$ cat config.mk
export PLATFORM = sky130hd
export DESIGN_NAME = bb3_front
export DESIGN_NICKNAME = d
export VERILOG_FILES = /design/src/bb3_pkg.sv /design/src/bb3_front.sv
export SDC_FILE = /design/constraint.sdc
export NUM_CORES = 1
export LEC_CHECK = 0
export BUFFER_PORTS_ARGS = -buffer_cell sky130_fd_sc_hd__buf_2
export CORE_UTILIZATION = 40
export DETAILED_ROUTE_END_ITERATION = 7
export GPL_TIMING_DRIVEN = 0
export PLACE_DENSITY = 0.58
export SYNTH_ARGS = -nofsm -noshare
export SYNTH_HDL_FRONTEND = slang
export SYNTH_SLANG_ARGS = --single-unit
export TNS_END_PERCENT = 100
$ cat constraint.sdc
create_clock -name clk -period 9.49 [get_ports clk]
set_clock_uncertainty 0.05 [all_clocks]
set_input_delay 0.4745 -clock clk [delete_from_list [all_inputs] [get_ports clk]]
set_output_delay 0.4745 -clock clk [all_outputs]
set_load 0.02 [all_outputs]
$ cat src/bb3_pkg.sv
// Package for the 3x3 edge-aware box blur.
// Holds the payload and job structs and the size constants; no dependencies.
package bb3_pkg;

	localparam int MaxWidth = 1024;
	localparam int ColW     = $clog2(MaxWidth);
	localparam int AddrW    = $clog2(3 * MaxWidth);
	localparam int QDepth   = 4;
	localparam int QPtrW    = $clog2(QDepth);

	typedef enum logic [0:0] {
		CFG_WIDTH  = 1'b0,
		CFG_HEIGHT = 1'b1
	} cfg_idx_t;

	typedef struct packed {
		logic       cmd;
		logic [7:0] in_red;
		logic [7:0] in_green;
		logic [7:0] in_blue;
	} in_item_t;

	typedef struct packed {
		logic [7:0]  out_red;
		logic [7:0]  out_green;
		logic [7:0]  out_blue;
		logic [15:0] out_row;
		logic [9:0]  out_col;
		logic        frame_last;
	} out_item_t;

	// One blur job handed from the front end to the back end.
	typedef struct packed {
		logic [15:0] row;      // centre row
		logic [9:0]  col;      // centre column
		logic [15:0] lim;      // highest row that may be read
		logic        last;
	} job_t;

	// Row slot of row r in the line store (r mod 3), done by reciprocal.
	function automatic logic [1:0] slot3(input logic [16:0] r);
		logic [35:0] p;
		logic [16:0] q;
		logic [16:0] rem;
		begin
			p   = 36'(r) * 36'd43691;
			q   = 17'(p >> 17);
			rem = r - 17'(q * 17'd3);
			if (rem >= 17'd3)
				rem = rem - 17'd3;
			slot3 = rem[1:0];
		end
	endfunction

endpackage

$ cat src/bb3_front.sv
// Front end of the box blur: accepts items, writes pixels to the line store
// and issues blur jobs. Depends on bb3_pkg.
module bb3_front import bb3_pkg::*; (
	input  logic              clk,
	input  logic              arst_n,
	input  logic              push,
	output logic              full,
	input  in_item_t          item,
	input  logic [10:0]       eff_w,
	input  logic [15:0]       eff_h,
	output logic              wr_en,
	output logic [AddrW-1:0]  wr_addr,
	output logic [23:0]       wr_data,
	output logic              job_valid,
	output job_t              job,
	input  logic              job_room,
	input  logic              busy
);

	logic [15:0] row_q;
	logic [9:0]  col_q;
	logic [10:0] drain_q;
	logic        done_q;
	logic        second_q;   // second job of a row end still to issue
	job_t        second_job_q;
	logic [15:0] i;
	logic [9:0]  j;
	logic        acc, is_drain, j_last;
	logic [1:0]  slot;

	// an item at column 0 waits for an idle back end: the row slot it may
	// overwrite is still read by jobs of the row two above
	assign full = second_q | ~job_room | (busy & (j == 10'd0));
	assign acc  = push & ~full;
	assign is_drain = item.cmd;

	always_comb begin
		i = done_q ? 16'd0 : row_q;
		j = done_q ? 10'd0 : col_q;
	end
	assign j_last = {1'b0, j} >= eff_w - 11'd1;
	assign slot = slot3({1'b0, i});

	assign wr_en   = acc & ~is_drain;
	assign wr_addr = AddrW'({slot, j});
	assign wr_data = {item.in_red, item.in_green, item.in_blue};

	always_comb begin
		job_valid = 1'b0;
		job = second_job_q;
		if (second_q) begin
			job_valid = 1'b1;
		end else if (acc) begin
			if (is_drain) begin
				if (done_q && drain_q < eff_w) begin
					job_valid = 1'b1;
					job.row = row_q;
					job.col = drain_q[9:0];
					job.lim = row_q;
					job.last = drain_q == eff_w - 11'd1;
				end
			end else if (i != 16'd0) begin
				job.row = i - 16'd1;
				job.lim = i;
				job.last = 1'b0;
				if (j != 10'd0) begin
					job_valid = 1'b1;
					job.col = j - 10'd1;
				end else if (j_last) begin
					job_valid = 1'b1;
					job.col = j;
				end
			end
		end
	end

	always_ff @(posedge clk or negedge arst_n) begin
		if (!arst_n) begin
			row_q <= '0;
			col_q <= '0;
			drain_q <= '0;
			done_q <= 1'b0;
			second_q <= 1'b0;
		end else begin
			if (second_q)
				second_q <= 1'b0;
			if (acc) begin
				if (is_drain) begin
					if (done_q && drain_q < eff_w)
						drain_q <= drain_q + 11'd1;
				end else begin
					if (done_q) begin
						done_q <= 1'b0;
						drain_q <= '0;
					end
					second_q <= (i != 16'd0) && (j != 10'd0) && j_last;
					if (j_last) begin
						col_q <= '0;
						if (i >= eff_h - 16'd1) begin
							done_q <= 1'b1;
							row_q <= i;
						end else begin
							row_q <= i + 16'd1;
						end
					end else begin
						col_q <= j + 10'd1;
						row_q <= i;
					end
				end
			end
		end
	end

	always_ff @(posedge clk) begin
		second_job_q.row  <= i - 16'd1;
		second_job_q.col  <= j;
		second_job_q.lim  <= i;
		second_job_q.last <= 1'b0;
	end

	a_second_once: assert property (@(posedge clk) disable iff (!arst_n)
		second_q |=> !second_q) else $error("second job repeated");
	a_no_take_second: assert property (@(posedge clk) disable iff (!arst_n)
		second_q |-> full) else $error("item taken during second job");

endmodule

[Yosys cells after proc, flatten, opt, wreduce, memory -nomap -nowiden]
Cells that the tools add are included.
Word-level totals
  register bits after elaboration: 81
  input port bits: 57
  output and inout bits: 82
  logic and storage cells: 69
Operators by class
  $add $sub $neg: 9
  $mul: 2
  $lt $le $gt $ge: 4
  equal/unequal tests: 2
  mux-type cells: 27
  bitwise operators: 8
  reductions and logical operators: 9
Operators with widths (count)
  $mux W43: 5
  $mux W16: 3
  $mux W10: 4
  $mux W11: 3
  $mul A16 B16 Y32 const B: 1
  $sub A16 B1 Y16 const B: 2
  $ge A17 B2 Y1 const B: 1
  $mul A15 B2 Y17 const B: 1
  $sub A16 B17 Y17: 1
  $add A16 B1 Y16 const B: 1
  $ge A16 B16 Y1: 1
  $reduce_bool A16 Y1: 1
  $add A11 B1 Y11 const B: 1
  $eq A11 B11 Y1: 1
  $ge A10 B11 Y1: 1
  $lt A11 B11 Y1: 1
  $mux W1: 11
  $sub A11 B1 Y11 const B: 1
  $add A10 B1 Y10 const B: 1
  $logic_not A10 Y1: 1
  $reduce_bool A10 Y1: 1
  $sub A10 B1 Y10 const B: 1
  $and A1 B1 Y1: 3
  $logic_and A1 B1 Y1: 3
  other kinds (8): 11

[Logic depth before layout (Yosys ltp)]
  depth after elaboration: 8
  gate-level depth with buffers: 36
  depth with buffers taken out: 34

[Worst setup path after synthesis]
OpenSTA, ideal clock, no wires.
  kind: reg2out
  start: register done_q
  end: output port wr_addr[10]
  data arrival time: 9020 ps
  required time: 8966 ps
  path slack: -54 ps
  cell stages (with the launch flop): 36
  path buffers: 6
  path through: dfrtp_1 clkbuf_1 clkbuf_1 buf_1 clkbuf_1 buf_1 buf_1 nor2_1 ha_1 inv_1 fa_1 inv_1 fa_1 fa_1 inv_1 fa_1 inv_1 ha_1 nor3_1 o21ai_0 nand3_1 o211ai_1 o211ai_1 a41o_1 and4b_1 a311oi_1 fa_1 ha_1 o21ai_0 a21oi_1 o21ai_0 nor4b_1 nand4_1 nor4_1 o2111ai_1 xor2_1
On the way
  word-level cells in the longest chain between the ends: 6
  elaborated cells on any way between the ends: 7
  those cells by class: 2 x add/sub; 2 x mul; 1 x order compare; 2 x mux
RTL lines
  start, declared: RTL line bb3_front.sv:23  | logic done_q;
  start signal, assigned: RTL line bb3_front.sv:82  | done_q <= 1'b0;
  start signal, assigned: RTL line bb3_front.sv:93  | done_q <= 1'b0;
  start signal, assigned: RTL line bb3_front.sv:100  | done_q <= 1'b1;
  $mux W16 *: RTL line bb3_front.sv:38  | i = done_q ? 16'd0 : row_q;
  $mul A16 B16 Y32: RTL line bb3_pkg.sv:46  | p = 36'(r) * 36'd43691;
  $mul A15 B2 Y17: RTL line bb3_pkg.sv:48  | rem = r - 17'(q * 17'd3);
  $sub A16 B17 Y17 *: RTL line bb3_pkg.sv:48
  $ge A17 B2 Y1 / $sub A2 B2 Y2 (equally long branches): RTL line bb3_pkg.sv:49, bb3_pkg.sv:50
  $mux W2 *: RTL line bb3_pkg.sv:49  | if (rem >= 17'd3)
  end, declared: RTL line bb3_front.sv:12  | output logic [AddrW-1:0] wr_addr,
Every way passes the cells marked *; elsewhere a longest branch is shown, timed or not.

[Worst setup path after layout]
  start: register done_q
  end: output port wr_addr[11]
Same word-level chain as after synthesis.

==> impl_metrics.env <==
export IMPL_status="finished, final reports clean"
export IMPL_tightest_slew_ps=967
export IMPL_setup_violations=0
export IMPL_design_area_sq_um=14500
export IMPL_p_comb_share_pct=58.2
export IMPL_ys_dominant_reg_cell="dfxtp_1"
export IMPL_pwr_share_clk_pct=20.3
export IMPL_max_freq_mhz=107
export IMPL_row_count=62
export IMPL_syn_inst=1407
export IMPL_syn2layout_area_growth_pct=21.7
export IMPL_synth_edf_count=0
export IMPL_clk_pin_slew_ps=70
export IMPL_period_share_pct=98.7
export IMPL_seq_area_frac_synth_pct=15.3
export IMPL_slowest_delay_ps=550
export IMPL_critical_path_class="register to primary output"
export IMPL_layout_commonest_cell="inv_1"
export IMPL_cts_root_buf="clkbuf_16"
export IMPL_yosysWarningCount=0
export IMPL_cap_violations=0
export IMPL_drtPass1Iterations=5
export IMPL_clk_latency_ps=360
export IMPL_grt_overflow_total=0
export IMPL_synthesis_nets=1721
export IMPL_cts_tree="built"
export IMPL_rsz0062_at_grt="yes"
export IMPL_crit_fanout=8
export IMPL_grt_pass1_vias=11100
export IMPL_hold_class="primary input to asynchronous set/reset pin"
export IMPL_slew_headroom_pct=34.8
export IMPL_die_area_sq_um=30400
export IMPL_drt_iter0_drc=874
export IMPL_grt_usage_pct=25.7
export IMPL_p_sw_share_pct=43.4
export IMPL_grt_max_degree=40
export IMPL_cts_buffers=9
export IMPL_synth_seq_cells=81
export IMPL_numClockSinks=81
export IMPL_ios=139
export IMPL_layout_setup_ws_ps=125
export IMPL_syn_area_sq_um=11900
export IMPL_p_leak_nw=7.21
export IMPL_portBuffers=114
export IMPL_fin_crit_ps=9370
export IMPL_grt_pass1_wl_mm=60.9
export IMPL_cp_arrival_ps=8840
export IMPL_viasPerCell=5.56
export IMPL_power_density_nw_per_um2=126
export IMPL_cp_data_required_time_ps=8970
export IMPL_instances_no_fill=1973
export IMPL_synth_top_family_by_area="adder cells"
export IMPL_worstSetupEndpointType="primary output"
export IMPL_p_switching_mw=0.794
export IMPL_wl_mm=38.1
export IMPL_fin_nets=1897
export IMPL_ys_types=81
export IMPL_synth_simple_gate_area_share_pct=17.1
export IMPL_antenna_found_initial=0
export IMPL_dp_hpwl_mm=29.8
export IMPL_cpMaxStageDelayCell="fa_1"
export IMPL_synth_compound_area_share_pct=17.0
export IMPL_die_x_microns=174
export IMPL_synth_largest_area_cell="ha_1"
export IMPL_drive_gt1_share_pct=21.7
export IMPL_seqPwrFrac_pct=21.6
export IMPL_async_flop_share_pct=48.1
export IMPL_synth_mux_area_fraction_pct=0.778
export IMPL_clock_path_buffers=2
export IMPL_vias=11000
export IMPL_crit_path_frequent_cell="fa_1"
export IMPL_setup_tns_ps=0
export IMPL_p_int_mw=1.03
export IMPL_slew_viol_final=0
export IMPL_core_sq_um=29000
export IMPL_num_fill_cells=2798
export IMPL_crit_path_start_kind="register"
export IMPL_wl_per_cell_microns=19.3
export IMPL_synth_adder_area_share_pct=32.3
export IMPL_htreeDepth=3
export IMPL_synth_top_area_share_pct=18.3
export IMPL_post_synth_xor_area_fraction_pct=8.46
export IMPL_syn_area_per_cell_sq_um=8.46
export IMPL_place_gp_congestion=0.935
export IMPL_place_inst=1905
export IMPL_fp_dieH_microns=174
export IMPL_drtAntennaViolNets=0
export IMPL_postPlaceCellArea_sq_um=13000
export IMPL_final_hold_viol_count=0
export IMPL_ys_top_cells_by_area="ha_1 18%, fa_1 14%, dfrtp_1 8.2%"
export IMPL_final_cell_mix="173 x inv_1, 149 x ha_1, 115 x buf_2"
export IMPL_initial_core_util_pct=41.0
export IMPL_drcViolationCount=0
export IMPL_irDropWorstVdd_mv=0.251
export IMPL_dp_slack_ps=-3210
[power groups by stage]
stage / Clock (mW) / Sequential [mW] / Combinational [mW]
4_1_cts: 0.371 / 0.393 / 1.02
5_1_grt: 0.384 / 0.397 / 1.17
2_1_floorplan: 0 / 0.390 / 0.681
3_5_place_dp: 0 / 0.398 / 0.903
6_report: 0.370 / 0.394 / 1.06
3_3_place_gp: 0 / 0.398 / 0.896
[flip-flops by register name, indices dropped and copies added (netlist names)]
name,flops
second_q,1
second_job_q,42
drain_q,11
row_q,16
done_q,1
col_q,10
[path summary, 6_finish.rpt]
path | slack [ps] | start | endpoint | depth (start not counted)
min reg2reg | 490 | col_q[6] | col_q[6] | 1
max in group asynchronous | 8520 | arst_n | row_q[1] | 1
min | 210 | arst_n | col_q[8] | 1
max | 120 | done_q | wr_addr[11] | 37
max reg2reg | 5090 | done_q | row_q[5] | 14
min in group clk | 490 | col_q[6] | col_q[6] | 1
[layer usage]
layer  up-vias  share of wire, %  global-route usage, %
met3        81               4.7                   2.34
met4         0               3.9                   9.61
met5         -                 0                      0
li1       5225                 -                      -
met2       350                50                   46.4
met1      5315                41                   31.4
[repair_timing]
item | CTS | global route
hold buffers | 0 | 0
setup buffers | 50 | 5
pin swaps | 58 | 21
endpoints found under the setup margin | 2 | 2
gates resized for setup | 138 | 40
endpoints found under the hold margin | 0 | 0
[layout make-up]
type / instances / area, sq um / share of cell area, %
inverter: 182 / 683 / 4.72
clock inverter: 6 / 75.1 / 0.519
clock buffer: 10 / 229 / 1.58
sequential: 81 / 1820 / 12.6
tap: 384 / 480 / 3.32
timing repair buffer: 169 / 1000 / 6.94
antenna: 1 / 2.50 / 0.0173
buffer: 74 / 534 / 3.69
multi-input combinational: 1066 / 9650 / 66.6
[worst max-delay path, delay by kind of cell, from the launching register on]
family                     cells  cell delay, ps
AOI/OAI and AO/OA              9            1770
xor gates and xnor gates       2             270
adders and majority gates      7            2910
buffers and inverters         13            1710
DFF                            1             450
muxes                          1             330
and+or+nand+nor                5            1000
[metrics by stage]
stage	power (mW)	util, %	hold slack (ps)
finish	1.83	49.9	213
global route	1.95	49.9	296
CTS	1.79	49.1	251
detailed placement	1.30	44.6	484
global placement	1.29	44.6	487
floorplan	1.07	-	129
[cells in the mapped netlist (10+ instances only)]
cell type and n:
and2_1 14, o21a_1 16, nor2b_1 28, inv_1 180, dfxtp_1 42, fa_1 83
o21ai_0 65, nor4_1 13, clkbuf_1 42, a22o_1 21, nand2_1 108, o211ai_1 10
buf_4 27, ha_1 174, o31ai_1 12, or3_1 12, a21o_1 20, a221o_1 17
nor3_1 45, nand3_1 29, nor2_1 79, dfrtp_1 39, nand4_1 16, a21oi_1 48
xnor2_1 78, xor2_1 37, and3_1 15
[kinds of logic after synthesis]
kind of cell             after synthesis
AO/OA/AOI/OAI                        286
XOR/XNOR                             115
adder cells (fa/ha/maj)              257
buffers and inverters                260
flip-flops                            81
multiplexers                           9
AND/OR/NAND/NOR                      399
Power figures use the tool's default switching activity.
