==> src/bb3_pkg.sv <==
// Package for the 3x3 edge-aware box blur.
// Holds the payload and job structs and the size constants; no dependencies.
package bb3_pkg;

	localparam int MaxWidth = 1024;
	localparam int ColW     = $clog2(MaxWidth);
	localparam int AddrW    = $clog2(3 * MaxWidth);
	localparam int QDepth   = 4;
	localparam int QPtrW    = $clog2(QDepth);

	typedef enum logic [0:0] {
		CFG_WIDTH  = 1'b0,
		CFG_HEIGHT = 1'b1
	} cfg_idx_t;

	typedef struct packed {
		logic       cmd;
		logic [7:0] in_red;
		logic [7:0] in_green;
		logic [7:0] in_blue;
	} in_item_t;

	typedef struct packed {
		logic [7:0]  out_red;
		logic [7:0]  out_green;
		logic [7:0]  out_blue;
		logic [15:0] out_row;
		logic [9:0]  out_col;
		logic        frame_last;
	} out_item_t;

	// One blur job handed from the front end to the back end.
	typedef struct packed {
		logic [15:0] row;      // centre row
		logic [9:0]  col;      // centre column
		logic [15:0] lim;      // highest row that may be read
		logic        last;
	} job_t;

	// Row slot of row r in the line store (r mod 3), done by reciprocal.
	function automatic logic [1:0] slot3(input logic [16:0] r);
		logic [35:0] p;
		logic [16:0] q;
		logic [16:0] rem;
		begin
			p   = 36'(r) * 36'd43691;
			q   = 17'(p >> 17);
			rem = r - 17'(q * 17'd3);
			if (rem >= 17'd3)
				rem = rem - 17'd3;
			slot3 = rem[1:0];
		end
	endfunction

endpackage

==> src/bb3_back.sv <==
// Back end of the box blur: reads the nine taps of the 3x3 window from the
// line store, then divides and emits a result. Depends on bb3_pkg.
module bb3_back import bb3_pkg::*; (
	input  logic              clk,
	input  logic              arst_n,
	input  logic              job_valid,
	input  job_t              job,
	output logic              job_room,
	output logic              busy,
	input  logic [10:0]       eff_w,
	input  logic [15:0]       eff_h,
	output logic              rd_en,
	output logic [AddrW-1:0]  rd_addr,
	input  logic [23:0]       rd_data,
	input  logic              wr_en,
	output logic              empty,
	input  logic              pop,
	output out_item_t         res
);

	typedef enum logic [3:0] {
		ST_IDLE = 4'b0001,
		ST_READ = 4'b0010,
		ST_DIV  = 4'b0100,
		ST_OUT  = 4'b1000
	} st_t;

	st_t         st_q;
	job_t        q_mem [QDepth];
	logic [QPtrW:0] wp_q, rp_q;
	job_t        cur_q;
	logic [3:0]  k_q;        // window tap 0..8 to issue, 9 once all are issued
	logic        rd_pend_s1;
	logic [11:0] sr_q, sg_q, sb_q;
	logic [3:0]  cnt_q;
	logic [4:0]  dk_q;
	logic [13:0] rr_q, rg_q, rb_q;
	logic [7:0]  qr_q, qg_q, qb_q;
	out_item_t   out_q;
	logic        full_q;
	logic [1:0]  dr, dc;
	logic signed [17:0] n;
	logic signed [11:0] m;
	logic        tap_ok;
	logic [4:0]  den;

	assign job_room = (wp_q - rp_q) <= (QPtrW+1)'(QDepth - 2);
	assign busy = (wp_q != rp_q) || (st_q != ST_IDLE);

	always_ff @(posedge clk or negedge arst_n) begin
		if (!arst_n)
			wp_q <= '0;
		else if (job_valid)
			wp_q <= wp_q + 1'b1;
	end
	always_ff @(posedge clk) begin
		if (job_valid)
			q_mem[wp_q[QPtrW-1:0]] <= job;
	end

	always_comb begin
		dr = (k_q >= 4'd6) ? 2'd2 : (k_q >= 4'd3) ? 2'd1 : 2'd0;
		dc = 2'(k_q - 4'(dr) * 4'd3);
		n = $signed({2'b0, cur_q.row}) + $signed(18'(dr)) - 18'sd1;
		m = $signed({2'b0, cur_q.col}) + $signed(12'(dc)) - 12'sd1;
		tap_ok = (n >= 0) && (n < $signed({2'b0, eff_h})) &&
			(n <= $signed({2'b0, cur_q.lim})) && (m >= 0) &&
			(m < $signed({1'b0, eff_w}));
	end
	// the front end writes in the same cycle only for a later pixel; hold off
	// to keep the single read port clear of it
	assign rd_en = (st_q == ST_READ) && tap_ok && !wr_en;
	assign rd_addr = AddrW'({slot3(n[16:0]), m[9:0]});
	assign den = {cnt_q, 1'b0};

	always_ff @(posedge clk or negedge arst_n) begin
		if (!arst_n) begin
			st_q <= ST_IDLE;
			rp_q <= '0;
			full_q <= 1'b0;
			rd_pend_s1 <= 1'b0;
		end else begin
			rd_pend_s1 <= 1'b0;
			if (pop && full_q)
				full_q <= 1'b0;
			case (st_q)
				ST_IDLE: begin
					if (wp_q != rp_q) begin
						rp_q <= rp_q + 1'b1;
						st_q <= ST_READ;
					end
				end
				ST_READ: begin
					if (k_q == 4'd9) begin
						if (!rd_pend_s1)
							st_q <= ST_DIV;
					end else if (!tap_ok || !wr_en) begin
						rd_pend_s1 <= tap_ok;
					end
				end
				ST_DIV: begin
					if (dk_q == 5'd0)
						st_q <= ST_OUT;
				end
				ST_OUT: begin
					if (!full_q || pop) begin
						full_q <= 1'b1;
						st_q <= ST_IDLE;
					end
				end
				default: st_q <= ST_IDLE;
			endcase
		end
	end

	always_ff @(posedge clk) begin
		case (st_q)
			ST_IDLE: begin
				cur_q <= q_mem[rp_q[QPtrW-1:0]];
				k_q <= '0;
				sr_q <= '0; sg_q <= '0; sb_q <= '0; cnt_q <= '0;
			end
			ST_READ: begin
				if (k_q != 4'd9 && (!tap_ok || !wr_en)) begin
					k_q <= k_q + 4'd1;
					if (tap_ok)
						cnt_q <= cnt_q + 4'd1;
				end
				if (rd_pend_s1) begin
					sr_q <= sr_q + 12'(rd_data[23:16]);
					sg_q <= sg_q + 12'(rd_data[15:8]);
					sb_q <= sb_q + 12'(rd_data[7:0]);
				end
				dk_q <= 5'd8;
			end
			ST_DIV: begin
				// restoring division, 8 quotient bits
				if (dk_q == 5'd8) begin
					rr_q <= 14'({sr_q, 1'b0} + 13'(cnt_q));
					rg_q <= 14'({sg_q, 1'b0} + 13'(cnt_q));
					rb_q <= 14'({sb_q, 1'b0} + 13'(cnt_q));
					qr_q <= '0; qg_q <= '0; qb_q <= '0;
					dk_q <= 5'd7 | 5'h10;
				end else begin
					if (rr_q >= (14'(den) << dk_q[2:0])) begin
						rr_q <= rr_q - (14'(den) << dk_q[2:0]);
						qr_q[dk_q[2:0]] <= 1'b1;
					end
					if (rg_q >= (14'(den) << dk_q[2:0])) begin
						rg_q <= rg_q - (14'(den) << dk_q[2:0]);
						qg_q[dk_q[2:0]] <= 1'b1;
					end
					if (rb_q >= (14'(den) << dk_q[2:0])) begin
						rb_q <= rb_q - (14'(den) << dk_q[2:0]);
						qb_q[dk_q[2:0]] <= 1'b1;
					end
					dk_q <= (dk_q[2:0] == 3'd0) ? 5'd0 : dk_q - 5'd1;
				end
			end
			ST_OUT: begin
				if (!full_q || pop) begin
					out_q.out_red   <= (cnt_q == 4'd0) ? 8'd0 : qr_q;
					out_q.out_green <= (cnt_q == 4'd0) ? 8'd0 : qg_q;
					out_q.out_blue  <= (cnt_q == 4'd0) ? 8'd0 : qb_q;
					out_q.out_row   <= cur_q.row;
					out_q.out_col   <= cur_q.col;
					out_q.frame_last <= cur_q.last;
				end
			end
			default: ;
		endcase
	end

	assign empty = ~full_q;
	assign res = out_q;

	a_q_bound: assert property (@(posedge clk) disable iff (!arst_n)
		(wp_q - rp_q) <= (QPtrW+1)'(QDepth)) else $error("job queue overflow");
	a_cnt_max: assert property (@(posedge clk) disable iff (!arst_n)
		cnt_q <= 4'd9) else $error("window count above nine");
	a_out_hold: assert property (@(posedge clk) disable iff (!arst_n)
		(full_q && !pop) |=> full_q) else $error("result lost");

endmodule

==> config.mk <==
export PLATFORM = sky130hd
export DESIGN_NAME = bb3_back
export DESIGN_NICKNAME = d
export VERILOG_FILES = /design/src/bb3_pkg.sv /design/src/bb3_back.sv
export SDC_FILE = /design/constraint.sdc
export NUM_CORES = 1
export LEC_CHECK = 0
export BUFFER_PORTS_ARGS = -buffer_cell sky130_fd_sc_hd__buf_2
export CORE_UTILIZATION = 56
export DETAILED_ROUTE_END_ITERATION = 6
export PLACE_DENSITY = 0.81
export SYNTH_ARGS = -nofsm -noshare
export SYNTH_HDL_FRONTEND = slang
export SYNTH_SLANG_ARGS = --single-unit
==> constraint.sdc <==
create_clock -name clk -period 17.11 [get_ports clk]
set_input_delay 5.133 -clock clk [delete_from_list [all_inputs] [get_ports clk]]
set_output_delay 5.133 -clock clk [all_outputs]
set_load 0.05 [all_outputs]
# Yosys cells after proc, flatten, opt, wreduce, memory -nomap -nowiden
# Memories as Yosys holds them, arrays and structs flattened. A register that Yosys moved wholly into a read port is not among the register bits.
# Cells that the tools add are included.
[op_classes]
add_sub_neg = 22
magnitude_cmp = 14
n_shift = 1
n_mul = 3
eq_ne = 17
muxes = 42
reduce_logical = 32
bitwise_logic = 4
[ops]
columns = ["cell", "n"]
rows = [
  ["2-to-1 mux 14 bit", 6],
  ["one-hot mux 12 bit (2 select lines)", 3],
  ["adder 13 x 4 -> 14 bit", 3],
  ["greater-or-equal comparator 14 bit", 3],
  ["subtractor 14 bit", 3],
  ["adder 12 x 8 -> 12 bit", 3],
  ["2-to-1 mux 12 bit", 3],
  ["multiplier 17 x 16 -> 33 bit, second input constant", 1],
  ["2-to-1 mux 4 bit", 8],
  ["2-to-1 mux 8 bit", 3],
  ["bitwise OR 8 bit", 3],
  ["greater-or-equal comparator 18 x 1 -> 1 bit, second input constant", 1],
  ["<= comparator 18 x 17 -> 1 bit", 1],
  ["less-than comparator 18 x 17 -> 1 bit", 1],
  ["subtractor 17 x 1 -> 18 bit, second input constant", 1],
  ["adder 16 x 2 -> 17 bit", 1],
  ["greater-or-equal comparator 17 x 2 -> 1 bit, second input constant", 1],
  ["multiplier 16 x 2 -> 17 bit, second input constant", 1],
  ["subtractor 17 bit", 1],
  ["one-hot mux 4 bit (2 select lines)", 2],
  ["one-hot mux 4 bit (4 select lines)", 1],
  ["AND reduction 2 bit", 7],
  ["<< shifter 5 x 3 -> 14 bit", 1],
  ["greater-or-equal comparator 12 x 1 -> 1 bit, second input constant", 1],
  ["other kinds (40)", 76],
]
[word_totals]
input_bits = 99
mem_bits_rw = 172
regBits = 178
word_cells = 159
n_memories = 1
[memory_table]
columns = ["memory", "words", "width", "rd", "rd_ports_with_merged_regs", "write_ports", "line_no", "rtl"]
rows = [
  ["q_mem", 4, 43, 1, 1, 1, "bb3_back.sv:29", "job_t q_mem [QDepth];"],
]

# Depth between registers and ports, before layout
[logic_depth]
depth_word = 15
depth_mapped = 53
ltp_nobuf = 53

# Worst setup path before layout
# OpenSTA, ideal clock, no wires.
[synth_timing]
path_kind = "register to output"
from = "register k_q[1]"
to = "output port rd_addr[10]"
n_path_buf = 0
path_stages_with_launch = 52
path_slack_ps = 291
t_arrival_ps = 11686
cell_sequence = "edfxtp_1 -> ha_1 -> o21a_1 -> nor2_1 -> o21ai_0 -> ha_1 -> inv_1 -> ha_1 -> inv_1 -> fa_1 -> nor2b_1 -> o21ai_0 -> a21oi_1 -> o21ai_0 -> o21ai_0 -> nor2_1 -> o21bai_1 -> a21o_1 -> [16 not listed] -> nor3_1 -> a41oi_4 -> nor2b_1 -> nor2_1 -> xor2_1 -> inv_1 -> fa_1 -> inv_1 -> ha_1 -> o21a_1 -> o21ai_0 -> o31ai_1 -> a211o_1 -> a21oi_1 -> xnor2_1 -> xnor3_1 -> a2111oi_4 -> xnor2_1"
[synth_via]
elab_chain_cells = 10
word_cells_on_any_way = 12
classes_between = "4 x add/sub; 2 x mul; 3 x order compare; 3 x mux"
[synth_rtl]
columns = ["element", "line_no", "rtl"]
rows = [
  ["from (decl)", "bb3_back.sv:32", "logic [3:0] k_q;"],
  ["from (signal assigned)", "bb3_back.sv:125", "k_q <= k_q + 4'd1;"],
  ["greater-or-equal comparator 4 x 2 -> 1 bit", "bb3_back.sv:62", "dr = (k_q >= 4'd6) ? 2'd2 : (k_q >= 4'd3) ? 2'd1 : 2'd0;"],
  ["2-to-1 mux 1 bit", "bb3_back.sv:62", ""],
  ["2-to-1 mux 2 bit *", "bb3_back.sv:62", ""],
  ["adder 16 x 2 -> 17 bit *", "bb3_back.sv:64", "n = $signed({2'b0, cur_q.row}) + $signed(18'(dr)) - 18'sd1;"],
  ["subtractor 17 x 1 -> 18 bit *", "bb3_back.sv:64", ""],
  ["multiplier 17 x 16 -> 33 bit", "bb3_pkg.sv:46", "p = 36'(r) * 36'd43691;"],
  ["multiplier 16 x 2 -> 17 bit", "bb3_pkg.sv:48", "rem = r - 17'(q * 17'd3);"],
  ["subtractor 17 bit *", "bb3_pkg.sv:48", ""],
  ["greater-or-equal comparator 17 x 2 -> 1 bit / subtractor 2 bit (equally long branches)", "bb3_pkg.sv:49, bb3_pkg.sv:50", ""],
  ["2-to-1 mux 2 bit *", "bb3_pkg.sv:49", "if (rem >= 17'd3)"],
  ["to (decl)", "bb3_back.sv:13", "output logic [AddrW-1:0] rd_addr,"],
]
# Mark *: on every way between the ends. The rest lies on a longest branch, timed or not.

# Worst setup path in the final report
[layout_timing]
from = "register k_q[1]"
to = "output port rd_addr[11]"
# The elaborated chain is that of the path after synthesis.

==> reports/metrics.csv <==
stage;metric;value;unit
status;outcome;completed;
global_routing;largest net degree at the start of global routing;63;
synthesis;Syn Nets;2707;
setup_path;crit end category;output port;
synthesis;fraction of registers with async set or reset after synthesis;3.06;%
route;Vias;17518;
sta;Hold WS;0.452;ns
finish;Layout Nets;2926;
clock_tree;CTS tree;yes;
synthesis;register bit total from synthesis;392;
setup_path;Setup CP Type;flop to output port;
setup_path;Critical Path Source Type;flop;
place;hpwl dp;44000;um
floorplan;Starting Density;57.1;%
synthesis;Synth cell types;68;
floorplan;Die Width;218;um
clock_tree;H-tree lvl count;2;
synthesis;Yosys Warn Count;0;
place;DP Area;27700;um2
route;Remaining DRCs;0;
setup_path;CP dominant cell by count;inv_1;
place;Port Buffer Count;165;
setup_path;R2R Path Start;k_q[1];
sta;final setup fails;0;
sta;period utilization;97.3;%
route;DRT Pass-1 Iters;5;
route;final WL;60000;um
sta;relative slew slack;25.2;%
synthesis;Mapped Cells;2195;
setup_path;CP max stage cell;fa_1;
sta;PnR worst setup slack;0.463;ns
finish;share of cells above drive strength 1;16.7;%
floorplan;io pins;166;
synthesis;Syn Std Cell Area;26000;um2
sta;Hold Fails Final Rpt;0;
finish;area growth from synthesis to final layout;13.7;%
clock_tree;CTS sink cnt;392;
setup_path;Largest stage delay, worst path;0.55;ns
floorplan;Die H;218;um
clock_tree;root buf cell;clkbuf_16;
global_routing;grt ovf;0;
run;max_cap viols;0;
sta;Tmin final;16.65;ns
route;routed vias/inst;5.75;
global_routing;Total Routing Usage GR;25.6;%
sta;Worst Skew;0.0239;ns
finish;commonest non-fill, non-tap cell in the layout;edfxtp_1;
floorplan;row cnt;78;
global_routing;vias in the first global route;17738;
setup_path;CP Data Arrival Time;11.51;ns
route;antenna-violating nets left;0;
worst_hold_path;HP Class;flop to flop;
setup_path;crit path launch;k_q[1];
synthesis;sequential cell area fraction in the yosys report;45.0;%
global_routing;initial antenna violation count;7;
place;GP Congestion;0.937;
clock_tree;Inserted Clock Buffers;40;
clock_tree;Clk Latency, worst-skew pair;0.57;ns
worst_hold_path;min-delay src;cur_q[0];
setup_path;CP Max Fanout;6;
synthesis;Post-synth EDFFs;380;
synthesis;most frequently used flop master after synthesis;edfxtp_1;
finish;Final Cell Area;29600;um2
sta;Slew @ Worst Pin;1.12;ns
clock_tree;clock tree buffer depth;3;
route;wire per inst;19.7;um
sta;Pins Over Slew Limit;0;
sta;FMAX;60.1;MHz
route;DRT iter0 DRCs;1413;
sta;setup TNS;0;ns
place;Setup WS pre-CTS;-0.174;ns
floorplan;area of the die;47300;um2
setup_path;WP data required;11.98;ns
finish;commonest non-fill, non-tap cells in the layout;380 x edfxtp_1, 331 x inv_1, 289 x ha_1;
clock_tree;Reg clk slew, reported paths;0.06;ns
synthesis;Mapped Avg Cell Area;11.9;um2
floorplan;Core Box Area;45600;um2
global_routing;first-pass GRT wire length;94000;um
worst max-delay path: cells and delay by family, from the launching register on:
kind            cells  cell delay (ns)
buf+inv            13             1.33
xor+xnor            3             0.60
simple gates        5             0.74
mux                 1             0.34
compound gates     16             2.92
fa+ha+maj          13             4.58
flops               1             0.41
area by class of cell:
class                   instances  area (um2)
well taps                     600         751
inverters                     343        1290
fillers                      3345       16000
multi-input cells            1422       13200
flip-flops and latches        392       11700
repair buffers                215        1210
clock inverters                26         390
diodes                          3        7.51
clock buffers                  46        1030
what timing repair did:
item                       CTS  global route
buffers inserted             4            17
setup endpoints to repair    2             2
pin swaps                   11            49
hold buffers                 0             0
gates resized for setup     21            59
cell usage after synthesis, types with 6 or more instances:
master | instances | area share, %
or3_1 | 6 | 0.14
nor3b_1 | 10 | 0.29
and2_1 | 17 | 0.41
inv_1 | 341 | 4.9
xnor2_1 | 84 | 2.8
o31ai_1 | 16 | 0.46
nor2b_1 | 55 | 1.3
clkbuf_1 | 33 | 0.48
nor3_1 | 29 | 0.56
nand4_1 | 15 | 0.36
a31oi_1 | 11 | 0.26
nand3_1 | 31 | 0.60
edfxtp_1 | 380 | 44
nor2_1 | 157 | 2.3
a2111oi_0 | 10 | 0.34
xor2_1 | 47 | 1.6
ha_1 | 302 | 15
nand2b_1 | 16 | 0.38
a21boi_0 | 12 | 0.35
o21bai_1 | 13 | 0.37
o21a_1 | 30 | 0.87
mux4_2 | 43 | 3.7
nor4_1 | 6 | 0.14
a211oi_1 | 8 | 0.23
fa_1 | 111 | 8.5
dfrtp_1 | 11 | 1.1
a21oi_1 | 101 | 1.9
and3_1 | 11 | 0.26
a21o_1 | 39 | 1.1
nand3b_1 | 11 | 0.32
nand2_1 | 85 | 1.2
o21ai_0 | 79 | 1.5
through the flow:
step	utilization, %	std cells
floorplan	-	2195
global placement	60.8	2951
detailed placement	60.8	2951
CTS	64.2	3027
global route	64.9	3046
finish	64.9	3047
worst paths after layout:
kind | slack [ns] | endpoint | depth (start not counted)
min in group asynchronous | 4.46 | wp_q[0] | 1
hold reg to reg | 0.45 | res[0] | 0
max in group asynchronous | 12.34 | st_q[0] | 1
setup / recovery | 0.46 | rd_addr[11] | 51
hold / removal | 0.45 | res[0] | 0
setup reg to reg | 10.48 | cnt_q[2] | 25
cells by family after synthesis:
family	synth area share [%]
AND/OR/NAND/NOR	8.76
adder cells (fa/ha/maj)	23.1
flip-flops	45.0
buffers and inverters	5.50
AO/OA/AOI/OAI	9.08
XOR/XNOR	4.50
multiplexers	4.02
flip-flops by register name, indices dropped and copies added (netlist names), 3 cells and up:
signal	flops
qg_q	8
sb_q	12
rp_q	3
rr_q	14
qr_q	8
rg_q	14
res	51
cnt_q	4
sr_q	12
wp_q	3
rb_q	13
q_mem	172
cur_q	43
st_q	4
k_q	4
qb_q	8
sg_q	12
dk_q	5
per-layer routing:
layer  track usage [%]  routed length [um]  share of wire [%]
met3              3.77                3210                5.3
met1              34.7               25600                 43
met4              8.76                1980                3.3
met2              42.2               29100                 49
met5                 0                  57              0.095
Power is left out: the tool's default activity adds up to more than one toggle a clock period on the data nets, which glitch-free logic cannot reach.
